==> src/hdl/sbms_pkg.sv <==
`default_nettype none
package sbms_pkg;

	typedef enum logic [1:0] {
		ST_INIT,
		ST_IDLE,
		ST_EXEC
	} state_t;

	localparam logic REQ_PUSH = 1'b0;
	localparam logic REQ_POP  = 1'b1;

	localparam logic [1:0] STATUS_OK    = 2'd0;
	localparam logic [1:0] STATUS_FULL  = 2'd1;
	localparam logic [1:0] STATUS_EMPTY = 2'd2;

endpackage
`default_nettype wire

==> src/hdl/shared_buffer_multi_stack.sv <==
// Several LIFO stacks sharing one entry store, with a linked free list.
//
// Request channel: start, req_type, stack_id, push_value. A request is taken
// at a rising edge with start high and busy low. Push (req_type 0) writes
// push_value onto stack stack_id; pop (req_type 1) removes its top entry.
//
// Result channel: pop_value, status, entries_used, marked by done for one
// cycle. Every request gives exactly one result. The receiver cannot stall;
// the result is taken at the edge that ends the done cycle.
//
// Timing: a request taken at an edge addresses the link and value stores in
// its accept cycle, uses their registered read data in EXEC, writes back at
// the edge that ends EXEC and shows its result in the cycle after. busy is
// high for one cycle after each request, so none is taken before write-back;
// the free list and stack tops wait on the link store's registered read.
//
// Reset: all stacks empty, the store free. After reset release the link
// store is rebuilt as a chain, one entry a cycle, with busy high throughout.
`default_nettype none
module shared_buffer_multi_stack #(
	parameter int DEPTH      = 64,
	parameter int NUM_STACKS = 4,
	parameter int DATA_WIDTH = 32,
	localparam int CW = $clog2(DEPTH + 1)
) (
	input  logic                         clk,
	input  logic                         arst_n,
	input  logic                         start,
	output logic                         busy,
	input  logic                         req_type,
	input  logic [1:0]                   stack_id,
	input  logic signed [DATA_WIDTH-1:0] push_value,
	output logic                         done,
	output logic signed [DATA_WIDTH-1:0] pop_value,
	output logic [1:0]                   status,
	output logic [CW-1:0]                entries_used
);
	import sbms_pkg::*;

	localparam int AW = $clog2(DEPTH);
	localparam int SW = (NUM_STACKS > 1) ? $clog2(NUM_STACKS) : 1;

	state_t state_q, state_d;

	logic [AW-1:0] init_cnt_q;
	logic [AW-1:0] stack_top_q [NUM_STACKS];
	logic          stack_empty_q [NUM_STACKS];
	logic [AW-1:0] free_head_q;
	logic [CW-1:0] used_q;

	logic                  op_q;
	logic [SW-1:0]         sid_q;
	logic [DATA_WIDTH-1:0] val_q;
	logic [AW-1:0]         slot_q;
	logic [1:0]            st_q;

	logic                  done_q;
	logic [DATA_WIDTH-1:0] pop_value_q;
	logic [1:0]            status_q;
	logic [CW-1:0]         entries_used_q;

	logic                  accept;
	logic                  sid_ok;
	logic [SW-1:0]         sid;
	logic [1:0]            acc_status;
	logic [AW-1:0]         rd_addr;
	logic                  exec_ok;
	logic                  link_we;
	logic [AW-1:0]         link_waddr;
	logic [AW-1:0]         link_wdata;
	logic [AW-1:0]         link_rd;
	logic                  val_we;
	logic [DATA_WIDTH-1:0] val_rd;
	logic [CW-1:0]         used_next;

	assign accept = start && (state_q == ST_IDLE);
	assign sid_ok = 32'(stack_id) < NUM_STACKS;
	assign sid    = SW'(stack_id);

	always_comb begin
		if (req_type == REQ_PUSH) begin
			acc_status = (!sid_ok || used_q >= CW'(DEPTH)) ? STATUS_FULL : STATUS_OK;
			rd_addr    = free_head_q;
		end else begin
			acc_status = (!sid_ok || stack_empty_q[sid]) ? STATUS_EMPTY : STATUS_OK;
			rd_addr    = sid_ok ? stack_top_q[sid] : free_head_q;
		end
	end

	always_comb begin
		state_d = state_q;
		case (state_q)
			ST_INIT: if (init_cnt_q == AW'(DEPTH - 1)) state_d = ST_IDLE;
			ST_IDLE: if (start) state_d = ST_EXEC;
			ST_EXEC: state_d = ST_IDLE;
			default: state_d = ST_IDLE;
		endcase
	end

	always_ff @(posedge clk or negedge arst_n) begin
		if (!arst_n) begin
			state_q    <= ST_INIT;
			init_cnt_q <= '0;
		end else begin
			state_q <= state_d;
			if (state_q == ST_INIT) begin
				init_cnt_q <= init_cnt_q + AW'(1);
			end
		end
	end

	assign busy    = (state_q != ST_IDLE);
	assign exec_ok = (state_q == ST_EXEC) && (st_q == STATUS_OK);

	// link store: chain fill after reset, then one write-back per successful request
	always_comb begin
		if (state_q == ST_INIT) begin
			link_we    = 1'b1;
			link_waddr = init_cnt_q;
			link_wdata = (init_cnt_q == AW'(DEPTH - 1)) ? '0 : init_cnt_q + AW'(1);
		end else begin
			link_we    = exec_ok;
			link_waddr = slot_q;
			if (op_q == REQ_POP) begin
				link_wdata = free_head_q;
			end else begin
				link_wdata = stack_empty_q[sid_q] ? '0 : stack_top_q[sid_q];
			end
		end
	end

	assign val_we = exec_ok && (op_q == REQ_PUSH);

	sbms_ram #(.W(AW), .N(DEPTH)) u_link (
		.clk   (clk),
		.we    (link_we),
		.waddr (link_waddr),
		.wdata (link_wdata),
		.raddr (rd_addr),
		.rdata (link_rd)
	);

	sbms_ram #(.W(DATA_WIDTH), .N(DEPTH)) u_value (
		.clk   (clk),
		.we    (val_we),
		.waddr (slot_q),
		.wdata (val_q),
		.raddr (rd_addr),
		.rdata (val_rd)
	);

	always_ff @(posedge clk) begin
		if (accept) begin
			op_q   <= req_type;
			sid_q  <= sid;
			val_q  <= push_value;
			slot_q <= rd_addr;
			st_q   <= acc_status;
		end
	end

	always_comb begin
		used_next = used_q;
		if (exec_ok) begin
			if (op_q == REQ_PUSH) begin
				used_next = used_q + CW'(1);
			end else if (used_q != '0) begin
				used_next = used_q - CW'(1);
			end
		end
	end

	always_ff @(posedge clk or negedge arst_n) begin
		if (!arst_n) begin
			for (int i = 0; i < NUM_STACKS; i++) begin
				stack_top_q[i]   <= '0;
				stack_empty_q[i] <= 1'b1;
			end
			free_head_q <= '0;
			used_q      <= '0;
		end else begin
			used_q <= used_next;
			if (exec_ok) begin
				if (op_q == REQ_PUSH) begin
					free_head_q          <= link_rd;
					stack_top_q[sid_q]   <= slot_q;
					stack_empty_q[sid_q] <= 1'b0;
				end else begin
					stack_top_q[sid_q] <= link_rd;
					free_head_q        <= slot_q;
				end
			end
		end
	end

	always_ff @(posedge clk or negedge arst_n) begin
		if (!arst_n) begin
			done_q <= 1'b0;
		end else begin
			done_q <= (state_q == ST_EXEC);
		end
	end

	always_ff @(posedge clk) begin
		if (state_q == ST_EXEC) begin
			pop_value_q    <= (exec_ok && op_q == REQ_POP) ? val_rd : '0;
			status_q       <= st_q;
			entries_used_q <= used_next;
		end
	end

	assign done         = done_q;
	assign pop_value    = pop_value_q;
	assign status       = status_q;
	assign entries_used = entries_used_q;

endmodule
`default_nettype wire

==> src/hdl/sbms_ram.sv <==
`default_nettype none
module sbms_ram #(
	parameter int W = 32,
	parameter int N = 64,
	localparam int AW = (N > 1) ? $clog2(N) : 1
) (
	input  logic          clk,
	input  logic          we,
	input  logic [AW-1:0] waddr,
	input  logic [W-1:0]  wdata,
	input  logic [AW-1:0] raddr,
	output logic [W-1:0]  rdata
);

	logic [W-1:0] mem [N];

	always_ff @(posedge clk) begin
		if (we) begin
			mem[waddr] <= wdata;
		end
		rdata <= mem[raddr];
	end

endmodule
`default_nettype wire

==> config.mk <==
export PLATFORM = sky130hd
export DESIGN_NAME = shared_buffer_multi_stack
export DESIGN_NICKNAME = d
export VERILOG_FILES = /design/src/hdl/sbms_pkg.sv /design/src/hdl/shared_buffer_multi_stack.sv /design/src/hdl/sbms_ram.sv
export SDC_FILE = /design/constraint.sdc
export NUM_CORES = 2
export LEC_CHECK = 0
export ABC_AREA = 1
export BUFFER_PORTS_ARGS = -buffer_cell sky130_fd_sc_hd__buf_2
export CORE_ASPECT_RATIO = 1.5
export CORE_UTILIZATION = 45
export CTS_BUF_LIST = sky130_fd_sc_hd__clkbuf_4 sky130_fd_sc_hd__clkbuf_8
export DETAILED_ROUTE_END_ITERATION = 12
export PLACE_DENSITY = 0.66
export SKIP_CTS_REPAIR_TIMING = 1
export SYNTH_ARGS = -nofsm -noshare
export SYNTH_HDL_FRONTEND = slang
export SYNTH_SLANG_ARGS = --single-unit
==> constraint.sdc <==
create_clock -name clk -period 6.35 [get_ports clk]
set_input_delay 1.905 -clock clk [delete_from_list [all_inputs] [get_ports clk]]
set_output_delay 1.905 -clock clk [all_outputs]
set_load 0.02 [all_outputs]
==> results.toml <==
[die]
io_pins = 81
die-area_mm2 = 0.254
die_w_um = 411
initial_core_util_pct = 45.2
rows = 225
core_mm2 = 0.250
die_h_um = 616

[timing]
relSlewSlack_pct = 12.6
fmax_ghz = 0.200
whs_ns = 0.463
rsz0062_at_grt = "no"
skew_ns = 0.0905
finalHoldViolCount = 0
tightest_slew_ns = 1.30
setup_viol = 0
min_period_ns = 5.00
setup_tns_ns = 0
finalWorstSetupSlack_ns = 1.35
fin_crit_sh_pct = 78.7
finalMaxSlewViolations = 0

[layout]
area_growth_pct = 11.5
fin_cells = 14300
multi_input_area_mm2 = 0.0259
drive_gt1_share_pct = 9.75
post-route-util_pct = 50.4
fill_cells = 21600
seq_area_mm2 = 0.0776
postLayoutCellArea_mm2 = 0.126
nets = 10800

[worst_setup_path]
end_kind = "flop"
cp_max_fo = 59
r2r-start = "state_q[0]"
worst-setup-path-type = "in -> reg"
critPathSlowestCell = "nand3_1"
critPathLaunch = "stack_id[0]"
critPathArrivalTime_ns = 5.85
path_cells = "buf_2, inv_2, nand2_1, nand3_1, nand3_4, nand2_8, buf_12, buf_12, buf_4, nand2_1, nand3_1, nand3_1, nand3_1, nand3_1, nand3_1, nand2_1"
cp-start-kind = "primary input"
r2r_end = "u_value.mem[23][14]"
path_common_cell = "nand3_1"
reg2reg_slack_ns = 2.21
rr_worst_depth = 8
cp.required_ns = 7.20
cp_slowest_stage_delay_ns = 0.65

[logic_synthesis]
synth_nets = 10600
postSynthCellCount = 10600
synth_edf_count = 2516
syn-cell-area_mm2 = 0.113
yosysUniqueCellTypes = 39
synth.most_common_cell = "nand3_1"
yosys.area.top_type_share_pct = 66.8
ys_warn_count = 0
yosysTopAreaCell = "edfxtp_1"
async_flop_share_pct = 1.92
synth.area.top_cells = "edfxtp_1 67%, nand3_1 11%, nand2_1 6.9%, inv_1 6.6%, nand3b_1 2.5%"
synth_common_cells = "2571 x nand3_1, 2516 x edfxtp_1, 2075 x nand2_1"
ys_ff_latch = 2604
ys.flop_type = "edfxtp_1"
avgSynthCellArea_um2 = 10.7
yosysSeqAreaShare_pct = 68.5

[routing]
viasPerCell = 5.56
via_count = 79600
drc = 0
drtIter0Drc = 9149
firstDrtPassIters = 8
wirelength_um = 344000
detail_route.wl_per_cell_um = 24.0
ant_nets = 0

[placement]
hpwl_um = 194000
place_inst = 13600
dp_worst_setup_slack_ns = 0.478
placed_area_mm2 = 0.118
io_buffers = 80
gp_congestion = 0.870

[cts]
clock_latency_ns = 1.02
path_clk_slew_ns = 0.06
cts_tree = "done"
numCtsBuffers = 370
root_buffer = "clkbuf_8"
cts.sinks = 2604
ctsHtreeMaxLevel = 5
clk_path_buf_depth = 4

[global_route]
grt_pass1_vias = 77700
grt_max_degree = 150
grt_pass1_wl_um = 499000
antenna_found_initial = 10
gr-total-overflow = 0
grt.total_usage_pct = 26.6

[power_and_ir_drop]
p_leak_nw = 51.1
peakVddDrop_uv = 299
power_mw = 46.8
p_per_area_mw_per_mm2 = 371

[worst_hold_path]
worst_hold_path_type = "reg -> reg"
min_from = "stack_empty_q[2]"
whs_endpoint = "stack_empty_q[2]"
min_path_cells = 2

[flow_run]
cap_violations = 0

[status]
status = "complete, no violations"
cell families (layout without fill, tap and decap cells):
family,Yosys count,count (layout),synth area share (%)
XOR/XNOR,11,11,0.0851
multiplexers,3,3,0.0298
AO/OA/AOI/OAI,115,115,0.591
adder cells (fa/ha/maj),4,4,0.0442
AND/OR/NAND/NOR,5240,5240,21.6
flip-flops,2604,2604,68.5
buffers and inverters,2613,3043,9.13
other,0,9,0
cell type report:
class,count,area share (%)
Tap cell,3291,3.26
Inverter,2000,5.96
Timing Repair Buffer,366,2.67
Multi-Input combinational cell,5373,20.5
Clock inverter,170,1.05
Sequential cell,2604,61.5
Clock buffer,507,5.01
Antenna cell,9,0.0178
report_power, final:
| part | switching (mW) | total, mW | internal, mW | leakage (nW) |
|---|---|---|---|---|
| Clock | 6.51 | 13.8 | 7.30 | 4.05 |
| Sequential | 0.464 | 20.8 | 20.4 | 23.7 |
| Combinational | 9.23 | 12.2 | 2.94 | 23.4 |
routing by layer:
| layer | GRT usage [%] | vias up | share of wire, % |
|---|---|---|---|
| met2 | 45.0 | 4344 | 48 |
| met1 | 31.2 | 38800 | 36 |
| met3 | 4.41 | 976 | 8.9 |
| met5 | 0 | - | 0.0084 |
| met4 | 17.3 | 6 | 7.1 |
| li1 | - | 35500 | - |
layout by cell type (no fill, tap or decap), types with 3 or more instances in the layout:
cell type,instances
diode_2,9
edfxtp_1,2516
nor2_4,66
xor2_1,11
a221oi_1,8
o22ai_1,7
clkbuf_8,403
dfrtp_1,46
inv_1,1992
buf_12,66
bufinv_16,20
o211ai_1,5
clkinv_2,63
nand4_1,14
ha_1,4
nor4_1,8
dfxtp_1,38
o21ai_4,9
inv_8,3
nand3_1,2571
buf_4,219
inv_2,4
buf_2,80
nand2_1,2071
o21ai_0,53
clkinv_1,70
dfstp_2,4
inv_6,5
mux2_2,3
nand3b_1,380
nor2_1,118
a21oi_1,21
nand2_8,3
clkbuf_4,104
clkinvlp_4,12
worst max path at each step:
stage / to / slack, ns / depth (start not counted)
3_3_place_gp: u_value.rdata[13] / 0.54 / 14
3_5_place_dp: u_value.rdata[13] / 0.48 / 16
5_1_grt: u_value.rdata[12] / 1.35 / 15
4_1_cts: u_value.rdata[13] / 1.50 / 16
6_report: u_value.rdata[13] / 1.35 / 16
2_1_floorplan: u_link.mem[0][3] / 1.83 / 6
sequential cells by signal, indices dropped and copies added, names as in the netlist, 4 cells and up:
name,flops
slot_q,6
u_link.mem,384
u_value.mem,2048
entries_used,7
free_head_q,6
stack_empty_q,4
u_value.rdata,32
init_cnt_q,6
used_q,7
u_link.rdata,6
stack_top_q,24
pop_value,32
val_q,32
critical path: cells and delay by family:
family                 cells  cell delay, ns
buffers and inverters      5            1.22
and+or+nand+nor           11            2.61
No activity file was read; power rests on OpenSTA's default activity.
